[config.mk]
export PLATFORM = sky130hd
export DESIGN_NAME = dss_div
export DESIGN_NICKNAME = d
export VERILOG_FILES = /design/src/dss_pkg.sv /design/src/dss_div.sv
export SDC_FILE = /design/constraint.sdc
export NUM_CORES = 1
export LEC_CHECK = 0
export BUFFER_PORTS_ARGS = -buffer_cell sky130_fd_sc_hd__buf_2
export CORE_ASPECT_RATIO = 0.75
export CORE_MARGIN = 4
export CORE_UTILIZATION = 45
export CTS_CLUSTER_DIAMETER = 200
export CTS_CLUSTER_SIZE = 28
export DETAILED_ROUTE_END_ITERATION = 10
export HOLD_SLACK_MARGIN = 0.02
export PLACE_DENSITY = 0.69
export SYNTH_ARGS = -nofsm -noshare
export SYNTH_HDL_FRONTEND = slang
export SYNTH_SLANG_ARGS = --single-unit
[constraint.sdc]
create_clock -name clk -period 2.96 [get_ports clk]
set_input_delay 0 -clock clk [delete_from_list [all_inputs] [get_ports clk]]
set_output_delay 0 -clock clk [all_outputs]
set_load 0.02 [all_outputs]
[src/dss_pkg.sv]
// shared types, widths and constants of the damped spring smoother
`default_nettype none

package dss_pkg;

  // port field widths
  localparam int TARGET_W   = 32;
  localparam int DT_W       = 16;
  localparam int POS_W      = 32;
  localparam int FREQ_W     = 16;
  localparam int DAMP_W     = 16;
  localparam int CFG_IDX_W  = 2;
  localparam int CFG_DATA_W = 32;

  // internal value widths
  localparam int OMEGA_W = 27;
  localparam int INNER_W = 27;
  localparam int DENOM_W = 55;
  localparam int SCALE_W = 31;
  localparam int K_W     = 38;
  localparam int TERM_W  = 56;

  // shared multiplier
  localparam int MUL_A_W   = 64;
  localparam int MUL_B_W   = 32;
  localparam int MUL_P_W   = 64;
  localparam int MUL_ACC_W = 96;

  localparam logic [MUL_B_W-1:0] TWO_PI_Q16 = 32'd411775;

  localparam logic [FREQ_W-1:0] FREQ_RST = 16'd256;
  localparam logic [DAMP_W-1:0] DAMP_RST = 16'd4096;

  localparam logic [CFG_IDX_W-1:0] CFG_FREQUENCY = 2'd0;
  localparam logic [CFG_IDX_W-1:0] CFG_DAMPING   = 2'd1;
  localparam logic [CFG_IDX_W-1:0] CFG_USE_START = 2'd2;
  localparam logic [CFG_IDX_W-1:0] CFG_START_POS = 2'd3;

  typedef enum logic [1:0] {
    SH_0,
    SH_8,
    SH_16,
    SH_30
  } dss_shift_t;

  typedef enum logic [1:0] {
    MP_IDLE,
    MP_HI,
    MP_TOP
  } dss_mul_phase_t;

  typedef enum logic [3:0] {
    ST_IDLE,
    ST_OMEGA,
    ST_WDT,
    ST_DENOM,
    ST_DIV,
    ST_K,
    ST_TERM,
    ST_VEL,
    ST_STEP,
    ST_DONE
  } dss_state_t;

  typedef struct packed {
    logic                 start;
    logic [MUL_A_W-1:0]   a;
    logic [MUL_B_W-1:0]   b;
    dss_shift_t           sh;
  } dss_mul_req_t;

  typedef struct packed {
    logic               done;
    logic [MUL_P_W-1:0] prod;
  } dss_mul_rsp_t;

  typedef struct packed {
    logic               start;
    logic [DENOM_W-1:0] denom;
  } dss_div_req_t;

  typedef struct packed {
    logic               done;
    logic [SCALE_W-1:0] quot;
  } dss_div_rsp_t;

endpackage

`default_nettype wire

[src/dss_div.sv]
// restoring divider: scale = round(2^62 / denom), one quotient bit per cycle
`default_nettype none

module dss_div (
  input  wire logic                  clk,
  input  wire logic                  rst_n,
  input  wire dss_pkg::dss_div_req_t req,
  output dss_pkg::dss_div_rsp_t      rsp
);

  localparam int STEPS = dss_pkg::SCALE_W;
  localparam int CNT_W = $clog2(STEPS + 1);
  localparam int NUM_W = 63;
  localparam int REM_W = dss_pkg::DENOM_W + 1;

  logic [CNT_W-1:0]            cnt_r, cnt_nxt;
  logic                        busy_r, busy_nxt;
  logic                        done_r, done_nxt;
  logic [REM_W-1:0]            rem_r, rem_nxt;
  logic [STEPS-1:0]            n_r, n_nxt;
  logic [STEPS-1:0]            q_r, q_nxt;
  logic [dss_pkg::DENOM_W-1:0] den_r, den_nxt;

  logic [NUM_W-1:0] num;
  logic [REM_W-1:0] trial;
  logic             fits;

  // dividend with the rounding half folded in
  assign num   = (NUM_W'(1) << 62) + NUM_W'(req.denom >> 1);
  assign trial = {rem_r[REM_W-2:0], n_r[STEPS-1]};
  assign fits  = trial >= REM_W'(den_r);

  always_comb begin
    cnt_nxt  = cnt_r;
    busy_nxt = busy_r;
    done_nxt = 1'b0;
    rem_nxt  = rem_r;
    n_nxt    = n_r;
    q_nxt    = q_r;
    den_nxt  = den_r;
    if (req.start) begin
      busy_nxt = 1'b1;
      cnt_nxt  = CNT_W'(STEPS);
      rem_nxt  = REM_W'(num[NUM_W-1:STEPS]);
      n_nxt    = num[STEPS-1:0];
      q_nxt    = '0;
      den_nxt  = req.denom;
    end else if (busy_r) begin
      rem_nxt = fits ? (trial - REM_W'(den_r)) : trial;
      q_nxt   = {q_r[STEPS-2:0], fits};
      n_nxt   = {n_r[STEPS-2:0], 1'b0};
      cnt_nxt = cnt_r - CNT_W'(1);
      if (cnt_r == CNT_W'(1)) begin
        busy_nxt = 1'b0;
        done_nxt = 1'b1;
      end
    end
  end

  always_ff @(posedge clk) begin
    if (!rst_n) begin
      busy_r <= 1'b0;
      done_r <= 1'b0;
      cnt_r  <= '0;
    end else begin
      busy_r <= busy_nxt;
      done_r <= done_nxt;
      cnt_r  <= cnt_nxt;
    end
  end

  always_ff @(posedge clk) begin
    rem_r <= rem_nxt;
    n_r   <= n_nxt;
    q_r   <= q_nxt;
    den_r <= den_nxt;
  end

  assign rsp.done = done_r;
  assign rsp.quot = q_r;

endmodule

`default_nettype wire

=== After elaboration in Yosys (flattened, before gate mapping) ===
Index checks and enable logic that the tools add are counted.

* Shifts and indexed selects: 0
* Eq/ne operators: 1
* Div/mod/pow operators: 0
* Order comparisons: 1
* Bitwise logic cells: 2
* Reduce and logical (&&, ||, !) cells: 2
* Mux-type cells: 11
* Multiply operators: 0
* Add/subtract/negate cells: 3

{| class="wikitable"
|+ Operators by type and width
! cell !! number
|-
| two-way mux 32 bit || 2
|-
| adder 63 x 54 -> 63 bit (first input constant) || 1
|-
| two-way mux 31 bit || 2
|-
| >= comparator 56 x 55 -> 1 bit || 1
|-
| two-way mux 55 bit || 1
|-
| subtractor 55 bit || 1
|-
| two-way mux 5 bit || 2
|-
| == test 5 x 1 -> 1 bit (second input constant) || 1
|-
| subtractor 5 x 1 -> 5 bit (second input constant) || 1
|-
| two-way mux 1 bit || 4
|-
| OR reduction 3 bit || 1
|-
| NOT 1 bit || 2
|-
| nonzero test 2 bit || 1
|}

* Bits in latches: 0
* Input port bits: 58
* Memories kept: 0
* Bits in writable memories: 0
* Memory bits (read-only): 0
* Word-level logic and storage cells: 28
* Register bits: 179
* Output and inout port bits: 32

=== Logic depth before layout (Yosys ltp) ===
Gate-level depths: netlist (run 1).

* Word-level depth: 4
* Depth in mapped cells: 14
* Depth with buffers taken out: 12

=== Worst setup path after synthesis (run 1) ===
OpenSTA, ideal clock, no wires.

* Kind: register -> register
* Start point: register rem_r[2]
* End point: register rem_r[43]
* Stages on the path, launching flop included: 11
* Clock period less this slack: 3.053 ns
* Arrival time: 2.962 ns
* Slack: -0.093 ns
* Data required time: 2.869 ns
* Setup time: 0.091 ns
* Buffers on the path: 0
* Cell sequence: edfxtp_1 > ha_1 > nand3_1 > o21bai_4 > a2111oi_4 > o2111ai_1 > a21o_1 > or4b_4 > a21boi_1 > mux2_1 > a311oi_1

* Longest elaborated chain between the ends: 2
* Elaborated cells between the ends (all ways): 3
* Classes of those cells: add/sub: 1; order compare: 1; mux: 1

{| class="wikitable"
|+ RTL lines
! what !! line !! text
|-
| start, declared || dss_div.sv:19 || <nowiki>logic [REM_W-1:0] rem_r, rem_nxt;</nowiki>
|-
| start signal, assigned || dss_div.sv:73 || <nowiki>rem_r <= rem_nxt;</nowiki>
|-
| subtractor 55 bit or >= comparator 56 x 55 -> 1 bit (tied branches) || dss_div.sv:49, dss_div.sv:31 ||
|-
| two-way mux 55 bit (*) || dss_div.sv:49 || <nowiki>rem_nxt = fits ? (trial - REM_W'(den_r)) : trial;</nowiki>
|}

Every way passes the cells marked *; elsewhere a longest branch is shown, timed or not.
A chain may end at the register's enable or synchronous reset.

=== Worst setup path after layout (run 1) ===
* Start point: register rem_r[0]
* End point: register rem_r[43]

Same word-level chain as after synthesis.

==> reports/results.txt, run 1 <==
synth top area cells -> edfxtp_1 (33%), dfxtp_1 (12%), ha_1 (6.7%), mux2_2 (5.2%), a21oi_1 (4.5%)
via/cell ratio -> 5.60
Critical Path Start -> rem_r[0]
number of DRC markers in iteration 0 -> 821
layout overhead on the synthesized area -> 36.4%
Setup Crit Path Kind -> reg2reg
failing checks -> setup timing
Syn Area/Cell -> 9.69 um2
die height -> 141 um
vias in the first global route -> 9165
Yosys reg bits -> 179
DIE WIDTH -> 185 um
Die Footprint -> 26100 um2
fillcell total -> 1800
synth unique cells -> 68
Slew @ Worst Pin -> 0.785 ns
post-route setup slack -> -0.168 ns
fin nets -> 1481
clock slew at reported path FFs -> 0.08 ns
Initial Util -> 45.9%
# clock sinks -> 179
# DRC -> 0
final worst path period need -> 3.13 ns
Yosys warning count -> 0
mapped cell area -> 10600 um2
CP endpoint kind -> flip-flop
routed vias -> 9393
CP arrival -> 3.49 ns
setup tns final -> -1.73 ns
antenna cells -> 0
RD Place Congestion -> 0.923
reg2reg path depth -> 10
Comb power frac -> 28.3%
Psw -> 2.28 mW
Rel. slew slack -> 47.6%
clk_lat worst skew -> 0.45 ns
synthesized net count -> 1211
pin count of the biggest net entering global routing -> 95
EDFF count, synth -> 118
Synth Area in Adders -> 6.91%
DR pass1 iterations -> 5
Sequential Power Share -> 39.5%
total CTS buffers -> 17
final WL -> 30600 um
CP Cell Sequence -> ha_1 > nor2b_4 > o21bai_4 > a2111oi_4 > o2111ai_2 > a21o_1 > or4b_4 > a21boi_2 > mux2_4 > a311oi_2
RSZ-0062 raised after global routing -> yes
worst hold slack -> 0.272 ns
leakage power total -> 6.04 nW
max-slew violation total from the final report -> 0
Syn Inst Count -> 1095
antenna violations before repair -> 0
switching portion of total power -> 30.4%
Synth Area in Simple Gates -> 13.7%
Final Skew -> 0.0102 ns
Slowest-stage cell, CP -> or4b_4
clock share of power -> 32.2%
critical path's largest stage delay -> 0.51 ns
RR Startpoint -> rem_r[0]
CTS H-Tree Depth -> 4
core area -> 23100 um2
post-DR wirelength/cell -> 18.2 um
Fmax achieved -> 320 MHz
Boundary Pins -> 90
Pint -> 5.23 mW
asr flop ratio synth -> 0%
post-synthesis mux area share -> 8.82%
worst min path class -> in2reg
maximum vdd drop -> 0.437 mV
Max-cap violations -> 0
outcome -> finished with violations
detailed placement HPWL -> 20500 um
Synth Area in Compound Gates -> 16.8%
first-pass GRT wire length -> 47600 um
Worst Hold Depth -> 2
Fin. Hold Viols -> 0
largest buffer count on any clock path -> 2
top_reg_cell synth -> edfxtp_1
register area share after synthesis -> 44.9%
HP Start -> req[0]
GRT Total Usage -> 22.6%
Worst Path Required -> 3.32 ns
row count -> 48
largest family of logic cells by synthesized area -> compound AO/OA/AOI/OAI gates
XOR/XNOR Fraction of Synth Area -> 3.71%
Final ANT Viol Nets -> 0
crit share post-route -> 106%
CTS tree -> done
total grt overflow -> 0
top cell type by total area after synthesis -> edfxtp_1
Synth top area share -> 33.4%
element type at the critical path start -> flip-flop
Power Density -> 519 nW/um2
Clock Tree Root -> clkbuf_16
IO Port Bufs -> 89
share of layout cells above drive strength 1 -> 33.4%
CP max FO -> 3
final setup fails -> 21
==> metrics by stage <==
step	cell area (um2)	worst slack, ns	util, %	power (mW)	cells
2_1_floorplan	10700	0.00266	-	4.09	1095
3_3_place_gp	12300	-0.136	53.3	4.74	1561
3_5_place_dp	12300	-0.201	53.3	4.77	1561
4_1_cts	13700	-0.123	59.4	7.32	1655
5_1_grt	14500	-0.270	62.6	7.84	1678
6_report	14500	-0.168	62.6	7.51	1678
==> critical path, delay by kind of cell (launching register included) <==
family,cells,cell delay (ns)
mux,1,0.32
compound gates,6,1.24
fa+ha+maj,1,0.34
flops,1,0.44
simple gates,2,0.70
==> cells in the mapped netlist, drive strengths merged (6+ instances only) <==
| cell type | count |
|---|---|
| ha | 57 |
| o21ai | 42 |
| nor2b | 13 |
| o21bai | 11 |
| dfxtp | 61 |
| clkbuf | 35 |
| a21o | 20 |
| mux2i | 35 |
| buf | 27 |
| o21a | 7 |
| mux2 | 52 |
| edfxtp | 118 |
| o221ai | 6 |
| nor4 | 6 |
| nand4 | 19 |
| a31oi | 16 |
| a21oi | 97 |
| o31ai | 9 |
| inv | 79 |
| and2 | 6 |
| a32oi | 6 |
| nor3 | 18 |
| xnor2 | 30 |
| a21boi | 11 |
| nand3 | 22 |
| o211ai | 10 |
| nand2 | 102 |
| a311oi | 10 |
| xor2 | 15 |
| nor2 | 91 |
| and3 | 11 |
==> final timing paths <==
check                   end  slack [ns]
setup / recovery  rem_r[43]       -0.17
hold / removal     den_r[0]        0.27
setup reg to reg  rem_r[43]       -0.17
hold reg to reg      q_r[0]        0.47
==> power by group through the flow <==
stage | logic, mW | clock network, mW | registers, mW
6_report | 2.12 | 2.42 | 2.97
5_1_grt | 2.30 | 2.56 | 2.98
4_1_cts | 1.90 | 2.46 | 2.96
3_5_place_dp | 1.77 | 0 | 3.01
3_3_place_gp | 1.74 | 0 | 3.00
2_1_floorplan | 1.11 | 0 | 2.98
==> layer usage <==
metal / routed length, um / vias up / global-route usage [%]
li1: - / 4526 / -
met1: 13800 / 4502 / 32.8
met2: 14000 / 316 / 35.0
met3: 2220 / 49 / 4.10
met4: 540 / 0 / 5.68
met5: 0 / - / 0
==> sequential cells by signal, indices dropped and copies added, names as in the netlist <==
register	count
busy_r	1
cnt_r	5
den_r	55
done_r	1
n_r	31
q_r	31
rem_r	55
==> placed cells by master, fill, tap and decap left out, types with 7 or more instances in the layout <==
cell | Yosys | routed
buf_4 | 2 | 146
edfxtp_1 | 118 | 118
nand2_1 | 102 | 98
buf_2 | 15 | 89
nor2_1 | 91 | 83
inv_1 | 79 | 77
a21oi_1 | 96 | 69
dfxtp_1 | 61 | 60
dlygate4sd3_1 | 0 | 57
mux2_2 | 49 | 49
ha_1 | 57 | 39
mux2i_1 | 35 | 35
o21ai_0 | 38 | 32
xnor2_1 | 30 | 29
a21oi_2 | 1 | 26
clkbuf_16 | 0 | 21
a21o_1 | 20 | 20
nand4_1 | 19 | 19
nand3_1 | 22 | 18
xor2_1 | 15 | 15
nor3_1 | 17 | 13
ha_4 | 0 | 13
nor2b_1 | 13 | 12
a31oi_1 | 16 | 11
o21bai_1 | 10 | 10
o211ai_1 | 10 | 10
and3_1 | 11 | 10
o21ai_1 | 4 | 9
a311oi_1 | 10 | 8
o21a_1 | 7 | 7
a21boi_0 | 9 | 7
buf_12 | 0 | 7
==> cells by family (layout without fill, tap and decap cells) <==
group,Yosys count,in the layout
and+or+nand+nor,311,311
AOI/OAI and AO/OA,274,274
DFF,179,179
buffers and inverters,141,424
muxes,87,87
adders and majority gates,58,58
xor gates and xnor gates,45,45
==> cell type report <==
cell class,instances,area [um2],area share [%]
timing repair buffer,313,2480,17.1
clock inverter,14,186,1.29
multi-input combinational,775,5940,41.0
inverter,79,297,2.05
clock buffer,18,429,2.97
sequential,179,4770,32.9
tap,300,375,2.59
==> what timing repair did <==
action	CTS	global route
hold buffers	58	0
gates resized for setup	32	108
cloned	0	6
endpoints found under the setup margin	42	53
hold endpoints to repair	149	0
setup buffers	4	17
pin swaps	11	24
Note: power is estimated with default switching activity, not from simulation.
==> inputs of run 2 (changes only) <==
CTS_BUF_LIST = sky130_fd_sc_hd__clkbuf_4 sky130_fd_sc_hd__clkbuf_8 sky130_fd_sc_hd__clkbuf_16   (was not set)
SLEW_MARGIN = 20   (was not set)
==> run 2 against run 1 <==
  * The flow still finishes with violations (setup timing)
  * Clock-buffer cell count unchanged
  * Largest cell class unchanged
  * Cell count unchanged
  * Combinational power rose by 4%
  * Clock skew is 0.00064 ns lower
  * Die area is the same
  * Setup slack better by 0.021 ns
  * Register-to-register slack better by 0.02 ns
  * Largest power group unchanged
  * Global-route usage is essentially flat
  * Power is 1.3% higher
==> reports/results.txt, run 2 (same netlist as run 1, synthesis figures left out) <==
failing checks -> setup timing (unchanged)
Cells after DPL -> 1561 (unchanged)
first-pass GRT wire length -> 47600 um (unchanged)
WP depth -> 11 (was 10)
Die Footprint -> 26100 um2 (unchanged)
element type at the critical path start -> flip-flop (unchanged)
# DRC -> 0 (unchanged)
DIE WIDTH -> 185 um (unchanged)
Boundary Pins -> 90 (unchanged)
final WL -> 31300 um (was 30600 um)
total CTS buffers -> 17 (unchanged)
Worst Path Required -> 3.32 ns (about the same)
Setup Crit Path Kind -> reg2reg (unchanged)
critical path's largest stage delay -> 0.51 ns (about the same)
CP Cell Sequence -> inv_1 > ha_4 > nor2b_4 > o21bai_4 > a2111oi_4 > o2111ai_2 > a21o_1 > or4b_4 > a21boi_2 > mux2_4 > a311oi_2 (was ha_1 > nor2b_4 > o21bai_4 > a2111oi_4 > o2111ai_2 > a21o_1 > or4b_4 > a21boi_2 > mux2_4 > a311oi_2)
clock slew at reported path FFs -> 0.07 ns (was 0.08 ns)
worst min path class -> in2reg (unchanged)
CTS H-Tree Depth -> 4 (unchanged)
overall power -> 7.61 mW (was 7.51 mW)
outcome -> finished with violations (unchanged)
total grt overflow -> 0 (unchanged)
global-route met2 utilization -> 35.0% (about the same)
crit path buf inv count -> 1 (was 0)
CP arrival -> 3.46 ns (was 3.49 ns)
IO Port Bufs -> 89 (unchanged)
vias in the first global route -> 9170 (was 9165)
clk_lat worst skew -> 0.44 ns (was 0.45 ns)
reg2reg path depth -> 11 (was 10)
fillcell total -> 1763 (was 1800)
Power Density -> 517 nW/um2 (was 519 nW/um2)
final worst path period need -> 3.11 ns (was 3.13 ns)
DR pass1 iterations -> 5 (unchanged)
maximum vdd drop -> 0.606 mV (was 0.437 mV)
post-route setup slack -> -0.147 ns (was -0.168 ns)
Fmax achieved -> 322 MHz (was 320 MHz)
most frequent cells in the layout -> buf_4 (145), edfxtp_1 (118), nand2_1 (97), buf_2 (89), nor2_1 (83) (was buf_4 (146), edfxtp_1 (118), nand2_1 (98), buf_2 (89), nor2_1 (83))
Slew @ Worst Pin -> 0.784 ns (was 0.785 ns)
Slowest-stage cell, CP -> or4b_4 (unchanged)
Max-cap violations -> 0 (unchanged)
fin nets -> 1481 (unchanged)
GRT Total Usage -> 22.6% (about the same)
Largest regs -> den_r: 55 flops, rem_r: 55 flops (unchanged)
non-filler cells, final -> 1678 (unchanged)
CTS tree -> done (unchanged)
setup tns final -> -1.59 ns (was -1.73 ns)
max-slew violation total from the final report -> 0 (unchanged)
# clock sinks -> 179 (unchanged)
pin count of the biggest net entering global routing -> 95 (unchanged)
antenna violations before repair -> 0 (unchanged)
RD Place Congestion -> 0.923 (unchanged)
CP max FO -> 2 (was 3)
CP endpoint kind -> flip-flop (unchanged)
Worst Hold Depth -> 2 (unchanged)
GR peak layer -> met2 (unchanged)
share of layout cells above drive strength 1 -> 34.1% (was 33.4%)
largest buffer count on any clock path -> 2 (unchanged)
number of DRC markers in iteration 0 -> 753 (was 821)
CP top delay family -> compound AO/OA/AOI/OAI gates (unchanged)
routing usage on met1 -> 33.0% (was 32.8%)
detailed placement HPWL -> 20500 um (unchanged)
Fin. Hold Viols -> 0 (unchanged)
core area -> 23100 um2 (unchanged)
antenna cells -> 0 (unchanged)
Initial Util -> 45.9% (unchanged)
RSZ-0062 raised after global routing -> yes (unchanged)
row count -> 48 (unchanged)
die height -> 141 um (unchanged)
via/cell ratio -> 5.65 (was 5.60)
most common cell after layout, fill and taps aside -> buf_4 (unchanged)
crit share post-route -> 105% (was 106%)
Clock Tree Root -> clkbuf_16 (unchanged)
routed vias -> 9488 (was 9393)
Final Skew -> 0.00956 ns (was 0.0102 ns)
final setup fails -> 18 (was 21)
met3 Resource Use GR -> 4.10% (unchanged)
Final ANT Viol Nets -> 0 (unchanged)
post-DR wirelength/cell -> 18.7 um (was 18.2 um)
layout overhead on the synthesized area -> 38.8% (was 36.4%)
leakage power total -> 6.09 nW (was 6.04 nW)
Rel. slew slack -> 47.7% (was 47.6%)
[run 2: what timing repair did]
item                                    CTS  global route
endpoints found under the hold margin   149             0
resized for setup                        32           145
pin swaps                                11            39
hold buffers                             58             0
gates cloned                              0             5
buffers inserted                          4            21
endpoints found under the setup margin   42            53
[run 2: cell type report]
type | count | area, um2 | area share (%)
Timing Repair Buffer | 313 | 2470 | 16.7
Tap cell | 300 | 375 | 2.55
Clock buffer | 18 | 433 | 2.94
Multi-Input combinational cell | 775 | 6210 | 42.1
Clock inverter | 14 | 186 | 1.27
Inverter | 79 | 297 | 2.01
Sequential cell | 179 | 4770 | 32.4
[run 2: where the power goes]
| group | internal [mW] | total (mW) | switching, mW | leakage, nW |
|---|---|---|---|---|
| clock network | 1.37 | 2.43 | 1.06 | 0.305 |
| logic | 1.05 | 2.21 | 1.16 | 4.12 |
| registers | 2.87 | 2.98 | 0.108 | 1.67 |
[run 2: per-stage QoR]
step	utilization, %	cell area (um2)	hold WS (ns)	setup slack (ns)
final	63.7	14700	0.275	-0.147
after global routing	63.7	14700	0.280	-0.278
after CTS	59.4	13700	0.258	-0.123
after detailed placement	53.3	12300	0.180	-0.201
after global placement	53.3	12300	0.188	-0.136
after floorplan	-	10700	0.0989	0.00266
[run 2: worst register-to-register path, stage by stage (launching register included)]
cell       delay (ns)
edfxtp_1         0.39
inv_1            0.10
ha_4             0.28
nor2b_4          0.18
o21bai_4         0.08
a2111oi_4        0.34
o2111ai_2        0.18
a21o_1           0.23
or4b_4           0.51
a21boi_2         0.19
mux2_4           0.32
a311oi_2         0.23
[run 2: final timing paths]
kind              startpoint   endpoint  slack [ns]
setup reg to reg    den_r[1]  rem_r[43]       -0.15
hold / removal        req[0]   den_r[0]        0.28
setup / recovery    den_r[1]  rem_r[43]       -0.15
hold reg to reg       q_r[0]     q_r[0]        0.47
[run 2: routing by layer]
| metal | share of wire, % | vias to the layer above |
|---|---|---|
| met5 | 0 | - |
| met4 | 2.3 | 0 |
| met1 | 46 | 4560 |
| met2 | 45 | 337 |
| met3 | 6.4 | 61 |
| li1 | - | 4530 |
==> inputs of run 3 (changes only) <==
ABC_AREA = 1   (was not set)
MAX_ROUTING_LAYER = met4   (was not set)
==> run 3 against run 2 <==
  * The flow now finishes without violations
  * Non-clock buffer count fell by 134
  * Clock-buffer cell count is 1 lower
  * Cell count rose by 36%
  * Setup slack improved by 0.28 ns
  * Sequential share of layout area up 1.2 points
  * Via count is 21% higher
  * Critical path depth up 5
  * Synthesized area up 13%
  * Critical path type unchanged
  * Largest cell class unchanged
  * Highest routed layer unchanged
==> reports/results.txt, run 3 <==
IO Port Bufs -> 89 (unchanged)
DR pass1 iterations -> 6 (was 5)
synthesized net count -> 1886 (was 1211)
R2R Path End -> rem_r[4] (was rem_r[43])
routing usage on met1 -> 43.6% (was 33.0%)
share of layout cells above drive strength 1 -> 9.11% (was 34.1%)
RR Startpoint -> n_r[30] (was den_r[1])
crit share post-route -> 95.5% (was 105%)
total CTS buffers -> 17 (unchanged)
final worst path period need -> 2.83 ns (was 3.11 ns)
antenna violations before repair -> 0 (unchanged)
hold-critical path endpoint -> den_r[41] (was den_r[0])
largest buffer count on any clock path -> 2 (unchanged)
Largest regs -> den_r: 55 flops, rem_r: 55 flops (unchanged)
asr flop ratio synth -> 0% (unchanged)
# clock sinks -> 179 (unchanged)
Clock Tree Root -> clkbuf_16 (unchanged)
number of DRC markers in iteration 0 -> 1114 (was 753)
CTS H-Tree Depth -> 4 (unchanged)
outcome -> completed (was finished with violations)
Fin. Hold Viols -> 0 (unchanged)
critical path's largest stage delay -> 0.42 ns (was 0.51 ns)
setup repair bufs after CTS -> 0 (was 4)
setup tns final -> 0 ns (was -1.59 ns)
core area -> 26100 um2 (was 23100 um2)
maximum vdd drop -> 0.450 mV (was 0.606 mV)
Rel. slew slack -> 40.9% (was 47.7%)
top cell type by total area after synthesis -> edfxtp_1 (unchanged)
worst reg2reg setup slack -> 0.13 ns (was -0.15 ns)
row count -> 51 (was 48)
Critical Path Start -> n_r[30] (was den_r[1])
register area share after synthesis -> 39.7% (was 44.9%)
clk_lat worst skew -> 0.46 ns (was 0.44 ns)
top_reg_cell synth -> edfxtp_1 (unchanged)
most common cell after layout, fill and taps aside -> nand2_1 (was buf_4)
Max-cap violations -> 0 (unchanged)
# DRC -> 0 (unchanged)
Slowest-stage cell, CP -> fa_1 (was or4b_4)
most frequent cells in the layout -> nand2_1 (694), inv_1 (371), edfxtp_1 (118), nor2_1 (104), nand3_1 (94) (was buf_4 (145), edfxtp_1 (118), nand2_1 (97), buf_2 (89), nor2_1 (83))
Worst Hold Depth -> 1 (was 2)
RD Place Congestion -> 1.07 (was 0.923)
synth top area cells -> edfxtp_1 (30%), nand2_1 (22%), inv_1 (12%), dfxtp_1 (10%), ha_1 (5.9%) (was edfxtp_1 (33%), dfxtp_1 (12%), ha_1 (6.7%), mux2_2 (5.2%), a21oi_1 (4.5%))
Yosys warning count -> 0 (unchanged)
synth cell count leaders -> nand2_1 (694), inv_1 (373), edfxtp_1 (118) (was edfxtp_1 (118), nand2_1 (102), a21oi_1 (96))
CP arrival -> 3.03 ns (was 3.46 ns)
CP most frequent cell -> nand2_1
worst hold slack -> 0.0576 ns (was 0.275 ns)
Slew @ Worst Pin -> 0.885 ns (was 0.784 ns)
EDFF count, synth -> 118 (unchanged)
Setup Crit Path Kind -> reg2reg (unchanged)
Syn Area/Cell -> 6.78 um2 (was 9.69 um2)
CTS tree -> done (unchanged)
layout overhead on the synthesized area -> 18.4% (was 38.8%)
pin count of the biggest net entering global routing -> 75 (was 95)
overall power -> 7.09 mW (was 7.61 mW)
GR peak layer -> met1 (was met2)
Worst Path Required -> 3.17 ns (was 3.32 ns)
Fmax achieved -> 354 MHz (was 322 MHz)
die height -> 149 um (was 141 um)
via/cell ratio -> 5.01 (was 5.65)
max-slew violation total from the final report -> 0 (unchanged)
Synth top area share -> 29.5% (was 33.4%)
mapped cell area -> 12000 um2 (was 10600 um2)
Final Skew -> 0.0161 ns (was 0.00956 ns)
detailed placement HPWL -> 32100 um (was 20500 um)
clock slew at reported path FFs -> 0.08 ns (was 0.07 ns)
RSZ-0062 raised after global routing -> no (was yes)
routed vias -> 11467 (was 9488)
fillcell total -> 2550 (was 1763)
final WL -> 41400 um (was 31300 um)
total grt overflow -> 0 (unchanged)
first-pass GRT wire length -> 63400 um (was 47600 um)
leakage power total -> 7.59 nW (was 6.09 nW)
CP endpoint kind -> flip-flop (unchanged)
Yosys reg bits -> 179 (unchanged)
fin nets -> 2045 (was 1481)
post-DR wirelength/cell -> 18.1 um (was 18.7 um)
worst min path class -> in2reg (unchanged)
most frequent cell after synthesis -> nand2_1 (was edfxtp_1)
final setup fails -> 0 (was 18)
Boundary Pins -> 90 (unchanged)
element type at the critical path start -> flip-flop (unchanged)
DIE WIDTH -> 197 um (was 185 um)
global-route met2 utilization -> 42.2% (was 35.0%)
CP max FO -> 36 (was 2)
HP Start -> req[55] (was req[0])
Die Footprint -> 29400 um2 (was 26100 um2)
GRT Total Usage -> 29.3% (was 22.6%)
CP Cell Sequence -> inv_1 > ha_1 > fa_1 > inv_1 > nand2_1 > nand2_1 > nand3_1 > nand2_1 > nand2_1 > nand3_2 > nand2_2 > nand3_4 > buf_12 > nand2_1 > nand3_1 > nand2_1 (was inv_1 > ha_4 > nor2b_4 > o21bai_4 > a2111oi_4 > o2111ai_2 > a21o_1 > or4b_4 > a21boi_2 > mux2_4 > a311oi_2)
Initial Util -> 46.0% (was 45.9%)
Final ANT Viol Nets -> 0 (unchanged)
met3 Resource Use GR -> 4.68% (was 4.10%)
Power Density -> 498 nW/um2 (was 517 nW/um2)
synth unique cells -> 40 (was 68)
vias in the first global route -> 10955 (was 9170)
Syn Inst Count -> 1770 (was 1095)
reg2reg path depth -> 16 (was 11)
[run 3: cell count changes in the layout (fill, tap and decap cells not counted), moves of 28 or more]
cell,before,now
nand2_1,97,694
inv_1,74,371
mux2_2,38,0
nand3_1,17,94
buf_4,145,31
mux2i_1,34,0
ha_1,29,57
[run 3: what timing repair did]
action                     CTS  global route
resized for setup            0             1
setup endpoints to repair    0             1
hold buffers                56             0
hold endpoints to repair   116             0
[run 3: worst max-delay path by stage]
| stage | end | slack, ns | cells past startpoint |
|---|---|---|---|
| 6_report | rem_r[4] | 0.13 | 16 |
| 5_1_grt | rem_r[4] | 0.01 | 16 |
| 4_1_cts | rem_r[4] | 0.17 | 16 |
| 3_5_place_dp | rem_r[4] | 0.19 | 16 |
| 3_3_place_gp | rem_r[42] | 0.22 | 16 |
| 2_1_floorplan | rem_r[16] | 0.66 | 16 |
[run 3: power by group]
| part | internal, mW | switching, mW |
|---|---|---|
| logic | 0.554 | 1.10 |
| registers | 2.85 | 0.0709 |
| clock network | 1.19 | 1.31 |
[run 3: cells by family after synthesis]
| family | share of synthesized area, % |
|---|---|
| adders and majority gates | 6.11 |
| DFF | 39.7 |
| xor gates and xnor gates | 2.19 |
| and+or+nand+nor | 32.6 |
| AOI/OAI and AO/OA | 6.03 |
| buffers and inverters | 13.3 |
[run 3: through the flow]
step                      cell area, um2  setup WS [ns]  utilization (%)  std cells
after floorplan                    12000          0.659                -       1770
after global placement             13000          0.216             49.9       2198
after detailed placement           13000          0.189             49.9       2198
after CTS                          14200          0.175             54.5       2286
after global routing               14200         0.0102             54.5       2286
final                              14200          0.134             54.5       2287
[run 3: critical path: cells and delay by family, from the launching register on]
family                   cells  cell delay, ns
adder cells (fa/ha/maj)      2            0.65
buffers and inverters        3            0.42
flip-flops                   1            0.35
AND/OR/NAND/NOR             11            1.14
[run 3: routing by layer]
layer | vias to the layer above | wire, um
met5 | - | 0
met4 | 0 | 737
met3 | 39 | 3090
met2 | 422 | 17400
met1 | 5213 | 20200
li1 | 5793 | -
[run 3: area by class of cell]
type                            instances  area [um2]  area share, %
Multi-Input combinational cell       1174        5650           39.7
Sequential cell                       179        4760           33.5
Inverter                              378        1420           10.0
Timing Repair Buffer                  179        1310           9.24
Tap cell                              344         430           3.03
Clock buffer                           17         425           2.99
Clock inverter                         15         210           1.48
Antenna cell                            1        2.50         0.0176
